--- src/sv/mrc_pkg.sv ---
// Package for the MAC remap classifier: sizes, status codes and the
// structs passed between the top level and its entry and rule cells.
// No dependencies.
`default_nettype none
package mrc_pkg;

  localparam int REMAP_ENTRIES    = 128;
  localparam int FILTER_SLOTS     = 8;
  localparam int RULES_PER_FILTER = 16;
  localparam int RULE_TOTAL       = FILTER_SLOTS * RULES_PER_FILTER;

  localparam int ENTRY_W = $clog2(REMAP_ENTRIES);
  localparam int RULE_W  = $clog2(RULE_TOTAL);

  localparam logic [1:0] ACT_CLASSIFY = 2'd0;
  localparam logic [1:0] ACT_WRITE    = 2'd1;
  localparam logic [1:0] ACT_DELETE   = 2'd2;
  localparam logic [1:0] ACT_RULE     = 2'd3;

  localparam logic [1:0] ST_DONE      = 2'd0;
  localparam logic [1:0] ST_NO_REMAP  = 2'd1;
  localparam logic [1:0] ST_FULL      = 2'd2;
  localparam logic [1:0] ST_NOT_FOUND = 2'd3;

  localparam logic [1:0] CLS_ANY   = 2'd0;
  localparam logic [1:0] CLS_TCP   = 2'd1;
  localparam logic [1:0] CLS_UDP   = 2'd2;
  localparam logic [1:0] CLS_OTHER = 2'd3;

  localparam logic [1:0] IP_ANY    = 2'd0;
  localparam logic [1:0] IP_EXACT  = 2'd1;
  localparam logic [1:0] IP_SUBNET = 2'd2;
  localparam logic [1:0] IP_RANGE  = 2'd3;

  localparam logic [1:0] PORT_EXACT = 2'd1;
  localparam logic [1:0] PORT_RANGE = 2'd2;

  localparam logic [1:0] WSEL_CTRL = 2'd0;
  localparam logic [1:0] WSEL_ADDR = 2'd1;
  localparam logic [1:0] WSEL_PORT = 2'd2;
  localparam logic [1:0] WSEL_BAD  = 2'd3;

  localparam logic [15:0] ETH_IPV4 = 16'h0800;
  localparam logic [15:0] ETH_IPV6 = 16'h86DD;
  localparam logic [7:0]  PROTO_TCP = 8'd6;
  localparam logic [7:0]  PROTO_UDP = 8'd17;

  // Entry update broadcast to all entry cells; each cell has its own enable.
  typedef struct packed {
    logic        set;
    logic        clr;
    logic [47:0] match_mac;
    logic [47:0] replace_mac;
    logic [4:0]  egress;
    logic [2:0]  filter;
  } entry_wr_t;

  // Entry contents, zero unless the cell hit.
  typedef struct packed {
    logic [47:0] replace_mac;
    logic [4:0]  egress;
    logic [2:0]  filter;
  } entry_data_t;

  // Frame header fields that every rule cell checks.
  typedef struct packed {
    logic [1:0]  cls;
    logic        ports;
    logic [31:0] src_ip;
    logic [15:0] sport;
    logic [15:0] dport;
    logic [15:0] frame_length;
  } frame_t;

endpackage
`default_nettype wire

--- src/sv/mrc_entry_cell.sv ---
// One remap entry cell: holds an entry, compares it with the key and
// passes the free-slot token to its neighbor. Depends on mrc_pkg.
`default_nettype none
module mrc_entry_cell (
  input  wire logic               clk_i,
  input  wire logic               rst_ni,
  input  wire logic [47:0]        key_i,
  input  wire logic               free_seen_i,
  output logic                    free_seen_o,
  output logic                    take_o,
  input  wire logic               we_i,
  input  wire mrc_pkg::entry_wr_t wr_i,
  output logic                    hit_o,
  output mrc_pkg::entry_data_t    data_o
);

  logic        valid_q;
  logic        hit_q;
  logic [47:0] match_q;
  mrc_pkg::entry_data_t data_q;

  assign free_seen_o = free_seen_i | ~valid_q;
  assign take_o      = ~valid_q & ~free_seen_i;
  assign hit_o       = hit_q;
  assign data_o      = hit_q ? data_q : '0;

  always_ff @(posedge clk_i or negedge rst_ni) begin
    if (!rst_ni) begin
      valid_q <= 1'b0;
      hit_q   <= 1'b0;
    end else begin
      hit_q <= valid_q && (match_q == key_i);
      if (we_i && wr_i.set) valid_q <= 1'b1;
      else if (we_i && wr_i.clr) valid_q <= 1'b0;
    end
  end

  always_ff @(posedge clk_i) begin
    if (we_i && wr_i.set) begin
      match_q            <= wr_i.match_mac;
      data_q.replace_mac <= wr_i.replace_mac;
      data_q.egress      <= wr_i.egress;
      data_q.filter      <= wr_i.filter;
    end
  end

endmodule
`default_nettype wire

--- config.mk ---
export PLATFORM = sky130hd
export DESIGN_NAME = mrc_entry_cell
export DESIGN_NICKNAME = d
export VERILOG_FILES = /design/src/sv/mrc_pkg.sv /design/src/sv/mrc_entry_cell.sv
export SDC_FILE = /design/constraint.sdc
export NUM_CORES = 1
export LEC_CHECK = 0
export ABC_AREA = 1
export CORE_ASPECT_RATIO = 0.5
export CORE_MARGIN = 4
export CORE_UTILIZATION = 35
export CTS_CLUSTER_DIAMETER = 60
export CTS_CLUSTER_SIZE = 40
export DETAILED_ROUTE_END_ITERATION = 8
export DONT_BUFFER_PORTS = 1
export PLACE_DENSITY_LB_ADDON = 0.12
export REMOVE_ABC_BUFFERS = 1
export SLEW_MARGIN = 20
export SYNTH_ARGS = -nofsm -noshare
export SYNTH_HDL_FRONTEND = slang
export SYNTH_SLANG_ARGS = --single-unit
--- constraint.sdc ---
create_clock -name clk_i -period 1.13 [get_ports clk_i]
set_input_delay 0.1695 -clock clk_i [delete_from_list [all_inputs] [get_ports clk_i]]
set_output_delay 0.1695 -clock clk_i [all_outputs]
set_load 0.01 [all_outputs]
==> impl_metrics.yaml <==
setup_path:
  rr_startpoint: "match_q[42]"
  worst-path-max-fanout: 11
  cp-end-kind: "output port"
  r2r_setup_slack_ns: -0.03
  cp-startpoint: "hit_o"
  r2r_cells: 9
  rr_endpoint: "hit_o"
  worst-setup-path-type: "register to output port"
  worstPathRequired_ns: 0.96
  crit_end: "data_o[8]"
  start_kind: "register"
  arrival_ns: 1.19
cells_and_area:
  design_area_um2: 6440
  nFillCells: 1172
  layout_common_cells: "nand2_1 (106), dlygate4sd3_1 (105), edfxtp_1 (104)"
  fin_nets: 719
  drive_gt1_share_pct: 24.0
  diodes: 0
  area_growth_pct: 42.4
  layout_commonest_cell: "nand2_1"
global_route:
  grt_max_degree: 36
  grtUsageMet1_pct: 14.1
  grt.total_usage_pct: 13.4
  grt_first_pass_wirelength_um: 15300
  top_usage_layer: "met2"
  use_met2_pct: 25.5
  overflow: 0
  grt_pass1_vias: 3123
  gr-usage-met3_pct: 5.35
  antenna_found_initial: 0
synth:
  synth_top_family_by_area: "simple AND/OR/NAND/NOR gates"
  yosys.area.top_type: "edfxtp_1"
  synth_cell_types: 18
  ys_ff_latch: 106
  synth_seq_area_share_pct: 70.1
  synth_fa_ha_area_share_pct: 0
  synthMuxAreaShare_pct: 0
  syn_inst: 435
  synth-simple-area-share_pct: 14.9
  ys_warn_count: 0
  syn-cell-area_um2: 4520
  synth_xor_area_share_pct: 2.52
  synth_top_area_share_pct: 69.0
  synth_compound_area_share_pct: 2.07
  avgSynthCellArea_um2: 10.4
  synth_top_cells_by_area: "edfxtp_1 (69%), nand2_1 (12%), inv_1 (9.5%), xnor2_1 (2.3%), o21ai_1 (1.8%)"
drt:
  drtPass1Iterations: 4
  via_count: 3087
  drt-initial-drc-count: 71
  wl_per_cell_um: 14.4
  ant_nets: 0
  drt-vias-per-instance: 4.19
  wirelength_um: 10600
  drc: 0
floorplan:
  io_pins: 217
  design.die.area_um2: 14900
  die_h_um: 88.4
  die_w_um: 169
  initial_utilization_pct: 35.7
  core_um2: 12700
  row_count: 29
clocking:
  root_buffer: "clkbuf_16"
  htreeDepth: 3
  numCtsBuffers: 9
  clockBufferDepth: 2
  tritoncts: "built"
  clock_latency_ns: 0.34
  cts.sinks: 106
  clk_pin_slew_ns: 0.07
hold_path:
  worstHoldPathType: "input port to register"
sta:
  slew_headroom_pct: 86.6
  final_hold_viol_count: 0
  setup_viol: 60
  layout_min_cycle_time_ns: 1.36
  worst_pin_slew_ns: 0.201
  finalSetupTns_ns: -12.04
  slew_violations: 0
  fin_ws_ns: -0.232
  fmax_ghz: 0.734
  clock_skew_ns: 0.00248
  fin_crit_sh_pct: 120
  rsz0062_at_grt: "yes"
power:
  cellPowerDensity_nw_per_um2: 1300
  ir_drop_mv: 0.678
  p_leak_nw: 2.86
  total_power_mw: 8.37
place:
  place_area_um2: 4860
  dpl.hpwl_um: 7480
  io_buffer_count: 0
  gp_congestion: 0.717
outcome:
  status: "finished, violations left"
  violations: "setup timing"
run:
  cap_violations: 0
stage by stage:
stage / hold slack [ns] / cells / utilization (%) / setup slack (ns)
5_1_grt: 0.00392 / 736 / 50.9 / -0.278
3_5_place_dp: -0.126 / 609 / 38.4 / -0.0762
3_3_place_gp: -0.126 / 609 / 38.4 / -0.0677
4_1_cts: 0.00524 / 731 / 49.1 / -0.232
2_1_floorplan: -0.126 / 429 / - / -1.57
6_report: 0.0180 / 736 / 50.9 / -0.232
registers in the layout, indices dropped and copies added, names as in the netlist:
register	flops
data_q	56
valid_q	1
hit_o	1
match_q	48
cell usage after synthesis, drive strengths merged:
cell and count:
a21oi 1, nand3 3, xnor2 12, nor2 23
dfrtp 2, or2 2, buf 5, clkbuf 1
nand4 1, o21ai 17, edfxtp 104, inv 118
xor2 1, nand2 145
where the power goes:
group / switching (mW) / internal, mW
registers: 0.0975 / 4.61
clock network: 1.42 / 1.52
logic: 0.301 / 0.417
worst max-delay path, stage by stage, from the launching register on:
cell,delay [ns]
dfrtp_2,0.41
buf_12,0.15
clkbuf_16,0.16
nand2_1,0.07
inv_2,0.05
cell type report:
class                           instances  area (um2)  area share, %
Sequential cell                       106        3170           49.3
Timing Repair Buffer                  121        1310           20.3
Multi-Input combinational cell        205        1020           15.8
Inverter                              118         450           6.99
Clock buffer                           10         229           3.55
Tap cell                              170         213           3.30
Clock inverter                          6        50.0          0.777
what timing repair did:
item                                   CTS  global route
pin swaps                                5            15
endpoints found under the hold margin  106             0
setup endpoints to repair               60            60
hold buffers                           105             0
resized for setup                       51            53
cloned                                   0             3
buffers inserted                         1             2
cells by family after synthesis:
group	Yosys count
AO/OA/AOI/OAI	18
XOR/XNOR	13
buffers and inverters	124
AND/OR/NAND/NOR	174
flip-flops	106
per-layer routing:
metal | up-vias | share of wire, %
li1 | 1569 | -
met1 | 1404 | 37
met2 | 102 | 54
met3 | 12 | 7.8
met4 | 0 | 1.2
met5 | - | 0
how the worst min path moves through the flow:
stage / startpoint / cells past startpoint / to
finish: we_i / 3 / valid_q
global route: we_i / 3 / valid_q
CTS: we_i / 3 / valid_q
detailed placement: rst_ni / 0 / valid_q
global placement: rst_ni / 0 / valid_q
floorplan: rst_ni / 0 / hit_o
Note: power is estimated with default switching activity, not from simulation.
