File: src/sv/mrc_pkg.sv
// Package for the MAC remap classifier: sizes, status codes and the
// structs passed between the top level and its entry and rule cells.
// No dependencies.
`default_nettype none
package mrc_pkg;

  localparam int REMAP_ENTRIES    = 128;
  localparam int FILTER_SLOTS     = 8;
  localparam int RULES_PER_FILTER = 16;
  localparam int RULE_TOTAL       = FILTER_SLOTS * RULES_PER_FILTER;

  localparam int ENTRY_W = $clog2(REMAP_ENTRIES);
  localparam int RULE_W  = $clog2(RULE_TOTAL);

  localparam logic [1:0] ACT_CLASSIFY = 2'd0;
  localparam logic [1:0] ACT_WRITE    = 2'd1;
  localparam logic [1:0] ACT_DELETE   = 2'd2;
  localparam logic [1:0] ACT_RULE     = 2'd3;

  localparam logic [1:0] ST_DONE      = 2'd0;
  localparam logic [1:0] ST_NO_REMAP  = 2'd1;
  localparam logic [1:0] ST_FULL      = 2'd2;
  localparam logic [1:0] ST_NOT_FOUND = 2'd3;

  localparam logic [1:0] CLS_ANY   = 2'd0;
  localparam logic [1:0] CLS_TCP   = 2'd1;
  localparam logic [1:0] CLS_UDP   = 2'd2;
  localparam logic [1:0] CLS_OTHER = 2'd3;

  localparam logic [1:0] IP_ANY    = 2'd0;
  localparam logic [1:0] IP_EXACT  = 2'd1;
  localparam logic [1:0] IP_SUBNET = 2'd2;
  localparam logic [1:0] IP_RANGE  = 2'd3;

  localparam logic [1:0] PORT_EXACT = 2'd1;
  localparam logic [1:0] PORT_RANGE = 2'd2;

  localparam logic [1:0] WSEL_CTRL = 2'd0;
  localparam logic [1:0] WSEL_ADDR = 2'd1;
  localparam logic [1:0] WSEL_PORT = 2'd2;
  localparam logic [1:0] WSEL_BAD  = 2'd3;

  localparam logic [15:0] ETH_IPV4 = 16'h0800;
  localparam logic [15:0] ETH_IPV6 = 16'h86DD;
  localparam logic [7:0]  PROTO_TCP = 8'd6;
  localparam logic [7:0]  PROTO_UDP = 8'd17;

  // Entry update broadcast to all entry cells; each cell has its own enable.
  typedef struct packed {
    logic        set;
    logic        clr;
    logic [47:0] match_mac;
    logic [47:0] replace_mac;
    logic [4:0]  egress;
    logic [2:0]  filter;
  } entry_wr_t;

  // Entry contents, zero unless the cell hit.
  typedef struct packed {
    logic [47:0] replace_mac;
    logic [4:0]  egress;
    logic [2:0]  filter;
  } entry_data_t;

  // Frame header fields that every rule cell checks.
  typedef struct packed {
    logic [1:0]  cls;
    logic        ports;
    logic [31:0] src_ip;
    logic [15:0] sport;
    logic [15:0] dport;
    logic [15:0] frame_length;
  } frame_t;

endpackage
`default_nettype wire

File: src/sv/mrc_rule_cell.sv
// One rule cell: holds the control, address and port words of a rule and
// registers whether the current frame passes it. Depends on mrc_pkg.
`default_nettype none
module mrc_rule_cell (
  input  wire logic            clk_i,
  input  wire logic            rst_ni,
  input  wire logic [2:0]      we_i,
  input  wire logic [63:0]     data_i,
  input  wire mrc_pkg::frame_t frame_i,
  output logic                 pass_o
);

  logic [25:0] ctrl_q;
  logic [63:0] addr_q;
  logic [63:0] port_q;
  logic        pass_q;
  logic        pass_d;

  logic [1:0]  rcls;
  logic [15:0] minlen;
  logic [1:0]  ipk, spk, dpk;
  logic [31:0] lo32, hi32;
  logic        ip_ok, sp_ok, dp_ok;

  always_comb begin
    rcls   = ctrl_q[2:1];
    minlen = ctrl_q[19:4];
    ipk    = ctrl_q[21:20];
    spk    = ctrl_q[23:22];
    dpk    = ctrl_q[25:24];
    lo32   = addr_q[31:0];
    hi32   = addr_q[63:32];
    case (ipk)
      mrc_pkg::IP_EXACT:  ip_ok = frame_i.src_ip == lo32;
      mrc_pkg::IP_SUBNET: ip_ok = (frame_i.src_ip & hi32) == lo32;
      mrc_pkg::IP_RANGE:  ip_ok = (frame_i.src_ip >= lo32) && (frame_i.src_ip <= hi32);
      default:            ip_ok = 1'b1;
    endcase
    case (spk)
      mrc_pkg::PORT_EXACT: sp_ok = frame_i.sport == port_q[15:0];
      mrc_pkg::PORT_RANGE: sp_ok = (frame_i.sport >= port_q[15:0]) &&
                                   (frame_i.sport <= port_q[31:16]);
      default:             sp_ok = 1'b1;
    endcase
    case (dpk)
      mrc_pkg::PORT_EXACT: dp_ok = frame_i.dport == port_q[47:32];
      mrc_pkg::PORT_RANGE: dp_ok = (frame_i.dport >= port_q[47:32]) &&
                                   (frame_i.dport <= port_q[63:48]);
      default:             dp_ok = 1'b1;
    endcase
    pass_d = ctrl_q[0] && !ctrl_q[3] &&
             ((rcls == mrc_pkg::CLS_ANY) || (rcls == frame_i.cls)) &&
             (frame_i.frame_length >= minlen) && ip_ok &&
             (!frame_i.ports || (sp_ok && dp_ok));
  end

  assign pass_o = pass_q;

  always_ff @(posedge clk_i or negedge rst_ni) begin
    if (!rst_ni) begin
      ctrl_q <= '0;
      pass_q <= 1'b0;
    end else begin
      pass_q <= pass_d;
      if (we_i[0]) ctrl_q <= data_i[25:0];
    end
  end

  always_ff @(posedge clk_i) begin
    if (we_i[1]) addr_q <= data_i;
    if (we_i[2]) port_q <= data_i;
  end

endmodule
`default_nettype wire

File: config.mk
export PLATFORM = sky130hd
export DESIGN_NAME = mrc_rule_cell
export DESIGN_NICKNAME = d
export VERILOG_FILES = /design/src/sv/mrc_pkg.sv /design/src/sv/mrc_rule_cell.sv
export SDC_FILE = /design/constraint.sdc
export NUM_CORES = 1
export LEC_CHECK = 0
export ABC_AREA = 1
export BUFFER_PORTS_ARGS = -buffer_cell sky130_fd_sc_hd__buf_2
export CAP_MARGIN = 20
export CORE_MARGIN = 10
export CORE_UTILIZATION = 62
export DETAILED_ROUTE_END_ITERATION = 7
export GPL_TIMING_DRIVEN = 0
export PLACE_DENSITY_LB_ADDON = 0.3
export SYNTH_ARGS = -nofsm -noshare
export SYNTH_HDL_FRONTEND = slang
export SYNTH_SLANG_ARGS = --single-unit
export TNS_END_PERCENT = 50
File: constraint.sdc
create_clock -name clk_i -period 4.3 [get_ports clk_i]
set_input_delay 0.215 -clock clk_i [delete_from_list [all_inputs] [get_ports clk_i]]
set_output_delay 0.215 -clock clk_i [all_outputs]
set_load 0.03 [all_outputs]
==> impl_metrics.csv, run 1 <==
group,metric,value,unit
run_status,status,"finished, final reports clean",
sta,timing.final.max_slew_violations,0,
synthesis,async_flop_share,17.42,%
sta,timing.final.ws_setup,2.349,ns
job,cap_viol_max_count,0,
synthesis,synth_fp_nets,1293,
floorplan,dieArea,20850,um^2
grt,grt-ovfl-total,0,
clocking,clk_latency,0.43,ns
route,final_antenna_net_count,0,
clocking,cts_max_level,4,
route,dr.pass1.iters,5,
sta,hold_viol,0,
grt,grt_pass1_wl,36.31,mm
synthesis,yosys-top-cells-count,"inv_1 (191), nand2_1 (181), ha_1 (180)",
pwr,p_leak,5.923,nW
pwr,power,0.003909,W
place,numPortBuffers,151,
floorplan,start_util,63.13,%
floorplan,num_rows,45,
synthesis,netlist_instances,961,
cells_and_area,area_growth,21.84,%
route,wl_per_cell,16.56,um
clocking,clock_path_buffers,2,
floorplan,die_w,144.4,um
route,drt-initial-drc-count,322,
sta,min_period,1.951,ns
route,vias_per_cell,5.170,
synthesis,ys_seq_area_share,47.09,%
critical_path,worstSetupPathType,"reg2reg",
sta,max_slew_margin,40.55,%
critical_path,cp_cell_sequence,"inv_1, ha_1, nand2_1, nor2_1, nand4_1, nor2_1, nand2_1, nand2_1, nor2_1, nand2_1, nand3_1, nand2_1, nor2_1, nor2_1",
synthesis,synth_edf_count,128,
place,place_hpwl,17.77,mm
cells_and_area,postLayoutCellArea,11690,um^2
critical_path,cpMaxStageDelayCell,"edfxtp_1",
critical_path,critical_path.max_fanout,2,
synthesis,yosysTopAreaCellShare,40.05,%
synthesis,synth_top_area_cell,"edfxtp_1",
pwr,powerDensity,334.3,nW/um^2
cells_and_area,antenna_cells,0,
synthesis,yosys_register_bits,155,
synthesis,synth_warnings,0,
place,dp_slack,2.390,ns
route,drc,0,
critical_path,cp_slowest_stage_delay,0.37,ns
floorplan,core_area,15200,um^2
grt,grt_pass1_vias,7324,
critical_path,start_kind,"flop",
route,route.vias.total,7161,
grt,grt_usage,22.68,%
critical_path,cp.required,4.66,ns
synthesis,synth_area,9597,um^2
critical_path,arrival,2.31,ns
sta,finalCritPeriodShare,45.38,%
place,place_congestion,0.8720,
clocking,cts_tree,"built",
synthesis,synthFlopType,"edfxtp_1",
sta,clock.fmax,512.4,MHz
clocking,cts_resized,0,
clocking,clock_sinks,155,
grt,grt_max_degree,65,
critical_path,end_kind,"flop",
cells_and_area,drive_above_1_share,17.04,%
sta,setup_viol,0,
sta,rsz0062_at_grt,"false",
synthesis,synth_most_common_cell,"inv_1",
worst_hold_path,hp-class,"in2reg",
floorplan,io_pins,153,
clocking,cts_buffers,17,
grt,antenna_found_initial,3,
clocking,clk_pin_slew,0.07,ns
pwr,peakVddDrop,286.8,uV
cells_and_area,fin_nets,1516,
synthesis,ys_types,26,
place,placed_cell_area,10640,um^2
synthesis,syn_area_per_cell,9.986,um^2
sta,fin_skew,0.005635,ns
route,totalWireLength,22.93,mm
clocking,ctsRootBufferMaster,"clkbuf_16",
cells_and_area,fillers,1014,
sta,tightest_slew,0.8917,ns
floorplan,die_y,144.4,um
sta,tns,0,ns
synthesis,synthTopCellsByArea,"edfxtp_1 (40%), ha_1 (23%), inv_1 (7.5%)",
==> kinds of logic after synthesis <==
kind of cell	Yosys count	share of synthesized area, %
XOR/XNOR	28	2.555
flip-flops	155	47.09
buffers and inverters	196	7.666
AND/OR/NAND/NOR	279	12.27
AO/OA/AOI/OAI	120	6.597
multiplexers	3	0.3520
adder cells (fa/ha/maj)	180	23.47
==> registers in the layout, summed over array words and instances, names as in the netlist <==
register,cells
addr_q,64
ctrl_q,26
pass_o,1
port_q,64
==> report_power, final <==
part | internal [W] | total [W] | switching (W)
sequential | 0.00176 | 0.00182 | 0.0000565
clock | 0.000746 | 0.00137 | 0.000629
combinational | 0.000314 | 0.000715 | 0.000402
total | 0.00282 | 0.00391 | 0.00109
==> routing by layer <==
metal / vias to the layer above / wire length (um) / GRT usage, %
met1: 3306 / 9599 / 27.08
met5: - / 23 / 0
li1: 3624 / - / -
met3: 35 / 1359 / 5.838
met4: 4 / 397 / 7.021
met2: 192 / 11550 / 39.19
==> stage by stage <==
step / util, % / cells / hold WS, ns
2_1_floorplan: - / 961 / -0.08059
3_3_place_gp: 69.65 / 1300 / 0.2693
3_5_place_dp: 69.98 / 1302 / 0.2802
4_1_cts: 76.85 / 1384 / 0.001587
5_1_grt: 76.91 / 1385 / 0.005294
6_report: 76.91 / 1385 / 0.02111
==> worst paths after layout <==
| kind | depth (start not counted) | from | slack (ns) | end |
|---|---|---|---|---|
| setup / recovery | 14 | addr_q[30]$_DFFE_PP_ | 2.35 | pass_o$_DFF_PN0_ |
| hold / removal | 1 | data_i[8] | 0.02 | port_q[8]$_DFFE_PP_ |
| setup reg to reg | 14 | addr_q[30]$_DFFE_PP_ | 2.35 | pass_o$_DFF_PN0_ |
| hold reg to reg | 1 | ctrl_q[3]$_DFFE_PN0P_ | 0.52 | ctrl_q[3]$_DFFE_PN0P_ |
| max in group asynchronous | 2 | rst_ni | 3.50 | ctrl_q[25]$_DFFE_PN0P_ |
| min in group asynchronous | 2 | rst_ni | 0.36 | ctrl_q[4]$_DFFE_PN0P_ |
==> layout make-up <==
class | instances | area [um^2] | area share, %
buffer | 5 | 18.77 | 0.1605
clock buffer | 17 | 425.4 | 3.638
inverter | 191 | 716.9 | 6.132
clock inverter | 15 | 118.9 | 1.017
sequential | 155 | 4519 | 38.65
multi-input combinational | 610 | 4342 | 37.13
tap | 188 | 235.2 | 2.012
timing repair buffer | 204 | 1316 | 11.26
==> what timing repair did <==
item                      in CTS  in global routing
hold endpoints to repair     124                  2
buffers inserted               0                  0
hold buffers                  50                  1
==> layout by cell type (no fill, tap or decap), drive strengths merged <==
cell type,instances
xor2,10
nand3,22
nand2,186
xnor2,18
clkbuf,22
mux2,3
nor2,47
clkinv,8
o21bai,4
or2,4
dlygate4sd3,51
nand4,10
a31oi,2
ha,180
o21a,5
buf,153
dfrtp,27
o21ai,39
o211ai,1
a21oi,67
nor3b,1
inv,195
nor4,2
nor3,7
clkinvlp,3
a21o,2
edfxtp,128
==> worst max-delay path: cells and delay by family (launching register included) <==
family | cells | cell delay (ns)
buffers and inverters | 1 | 0.07
AND/OR/NAND/NOR | 12 | 1.16
adder cells (fa/ha/maj) | 1 | 0.28
flip-flops | 1 | 0.37
(Power assumes the default switching activity.)
==> inputs of run 2 (changes only) <==
--- a/config.mk
+++ b/config.mk
@@ -9,7 +9,7 @@
 export BUFFER_PORTS_ARGS = -buffer_cell sky130_fd_sc_hd__buf_2
 export CAP_MARGIN = 20
 export CORE_MARGIN = 10
-export CORE_UTILIZATION = 62
+export CORE_UTILIZATION = 52
 export DETAILED_ROUTE_END_ITERATION = 7
 export GPL_TIMING_DRIVEN = 0
 export PLACE_DENSITY_LB_ADDON = 0.3
==> constraint.sdc (replaced) <==
create_clock -name clk_i -period 1.75 [get_ports clk_i]
set_input_delay 0.0875 -clock clk_i [delete_from_list [all_inputs] [get_ports clk_i]]
set_output_delay 0.0875 -clock clk_i [all_outputs]
set_load 0.03 [all_outputs]
==> impl_metrics.csv, run 2 (same netlist as run 1, synthesis figures left out) <==
group,metric,value,unit
sta,tightest_slew,0.8857,ns
route,drc,0,
sta,min_period,1.877,ns
floorplan,num_rows,49,
route,met2WireLength,11.45,mm
floorplan,core_area,18090,um^2
run_status,violations,"setup timing",
place,numPortBuffers,151,
floorplan,die_w,155.9,um
route,drt-initial-drc-count,297,
route,detailroute.wirelength.met3,1.472,mm
worst_hold_path,hp-class,"in2reg",
grt,grt_usage,18.98,%
sta,timing.hold.ws,0.08842,ns
clocking,cts_max_level,4,
place,place_hpwl,17.79,mm
sta,max_slew_margin,40.95,%
clocking,clk_pin_slew,0.07,ns
job,cap_viol_max_count,0,
pwr,peakVddDrop,658.7,uV
critical_path,end_kind,"flop",
cells_and_area,top_regs,"addr_q x64, port_q x64, ctrl_q x26",
floorplan,dieArea,24290,um^2
grt,grt_pass1_vias,7381,
route,m1WireLength,9.767,mm
route,route.vias.total,7192,
route,final_antenna_net_count,0,
cells_and_area,fin_nets,1536,
pwr,p_leak,6.019,nW
run_status,status,"finished with violations",
critical_path,worstSetupPathType,"reg2reg",
critical_path,cp.required,2.12,ns
grt,antenna_found_initial,3,
route,top_layer,"met5",
floorplan,start_util,53.06,%
sta,rsz0062_at_grt,"true",
route,vias_per_cell,4.963,
critical_path,start_kind,"flop",
route,dr.pass1.iters,7,
route,wl_per_cell,15.82,um
sta,timing.final.ws_setup,-0.1270,ns
grt,grt_pass1_wl,36.24,mm
sta,clock.fmax,532.8,MHz
cells_and_area,final_common_cell,"inv_1",
grt,grt_max_degree,65,
grt,grt-ovfl-total,0,
sta,timing.final.max_slew_violations,0,
cells_and_area,drive_above_1_share,18.57,%
clocking,cts_buffers,17,
sta,setup_viol,1,
sta,hold_viol,0,
cells_and_area,area_growth,25.25,%
clocking,cts_tree,"built",
critical_path,arrival,2.24,ns
route,totalWireLength,22.93,mm
sta,fin_skew,0.01321,ns
cells_and_area,final_cell_mix,"inv_1 (189), nand2_1 (178), ha_1 (177)",
sta,finalCritPeriodShare,107.3,%
critical_path,critical_path.max_fanout,2,
floorplan,io_pins,153,
clocking,ctsRootBufferMaster,"clkbuf_16",
cells_and_area,postLayoutCoreUtil,66.46,%
clocking,clock_sinks,155,
floorplan,die_y,155.9,um
pwr,powerDensity,815.5,nW/um^2
place,place_congestion,0.8602,
clocking,clock_path_buffers,2,
clocking,clk_latency,0.43,ns
## run 2: cell count changes in the layout (fill, tap and decap cells not counted), sizes merged
cell,delta
clkinvlp,-2
buf,+5
clkinv,-3
clkbuf,+1
inv,+4
diode,+3
dlygate4sd3,+15
## run 2: layout make-up
cell class | count | area, um^2
Fill cell | 1373 | 6066
Sequential cell | 155 | 4519
Multi-Input combinational cell | 610 | 4429
Timing Repair Buffer | 224 | 1474
Inverter | 191 | 716.9
Clock buffer | 18 | 439.2
Tap cell | 229 | 286.5
Clock inverter | 14 | 128.9
Buffer | 5 | 18.77
Antenna cell | 3 | 7.507
## run 2: worst max-delay path, cell delays in order, from the launching register on
cell and delay (ns):
edfxtp_1 0.38, inv_2 0.06, ha_4 0.28, nand2_4 0.06, nor2_4 0.11, nand4_1 0.22, nor2_2 0.19, nand2_1 0.08
nand2_1 0.07, nor2_1 0.03, nand2_1 0.07, nand3_2 0.06, nand2_2 0.07, nor2_2 0.04, nor2_1 0.10
## run 2: repair_timing
action,CTS,global route
hold buffers,66,0
cloned,0,0
buffers inserted,5,2
pin swaps,4,8
resized for setup,6,15
endpoints found under the hold margin,182,0
setup endpoints to repair,1,1
## run 2: power by group
group	internal (W)	switching (W)
Clock	0.00191	0.00161
Combinational	0.000807	0.00100
Sequential	0.00433	0.000136
## run 2: per-layer routing
layer  vias up  track usage (%)
met5         -                0
li1       3662                -
met3        25            5.487
met1      3326            22.52
met2       177            33.13
met4         2            4.631
## run 2: final timing paths
path	cells past startpoint	end	slack, ns	startpoint
max in group asynchronous	2	ctrl_q[14]$_DFFE_PN0P_	1.10	rst_ni
max	14	pass_o$_DFF_PN0_	-0.13	addr_q[31]$_DFFE_PP_
min reg2reg	1	ctrl_q[3]$_DFFE_PN0P_	0.53	ctrl_q[3]$_DFFE_PN0P_
min in group asynchronous	2	ctrl_q[3]$_DFFE_PN0P_	0.21	rst_ni
max reg2reg	14	pass_o$_DFF_PN0_	-0.13	addr_q[31]$_DFFE_PP_
min	2	ctrl_q[13]$_DFFE_PN0P_	0.09	we_i[0]
## run 2: per-stage QoR
stage | power [W] | cells | worst slack [ns] | instance area (um^2) | setup TNS, ns
final | 0.009802 | 1449 | -0.1270 | 12020 | -0.1270
after global routing | 0.01033 | 1447 | -0.3305 | 12020 | -0.3305
after CTS | 0.009831 | 1444 | -0.1148 | 11930 | -0.1148
after detailed placement | 0.006171 | 1341 | -0.1909 | 10640 | -0.1909
after global placement | 0.006089 | 1341 | -0.1809 | 10640 | -0.1809
after floorplan | 0.005513 | 961 | 0.1730 | 9597 | 0
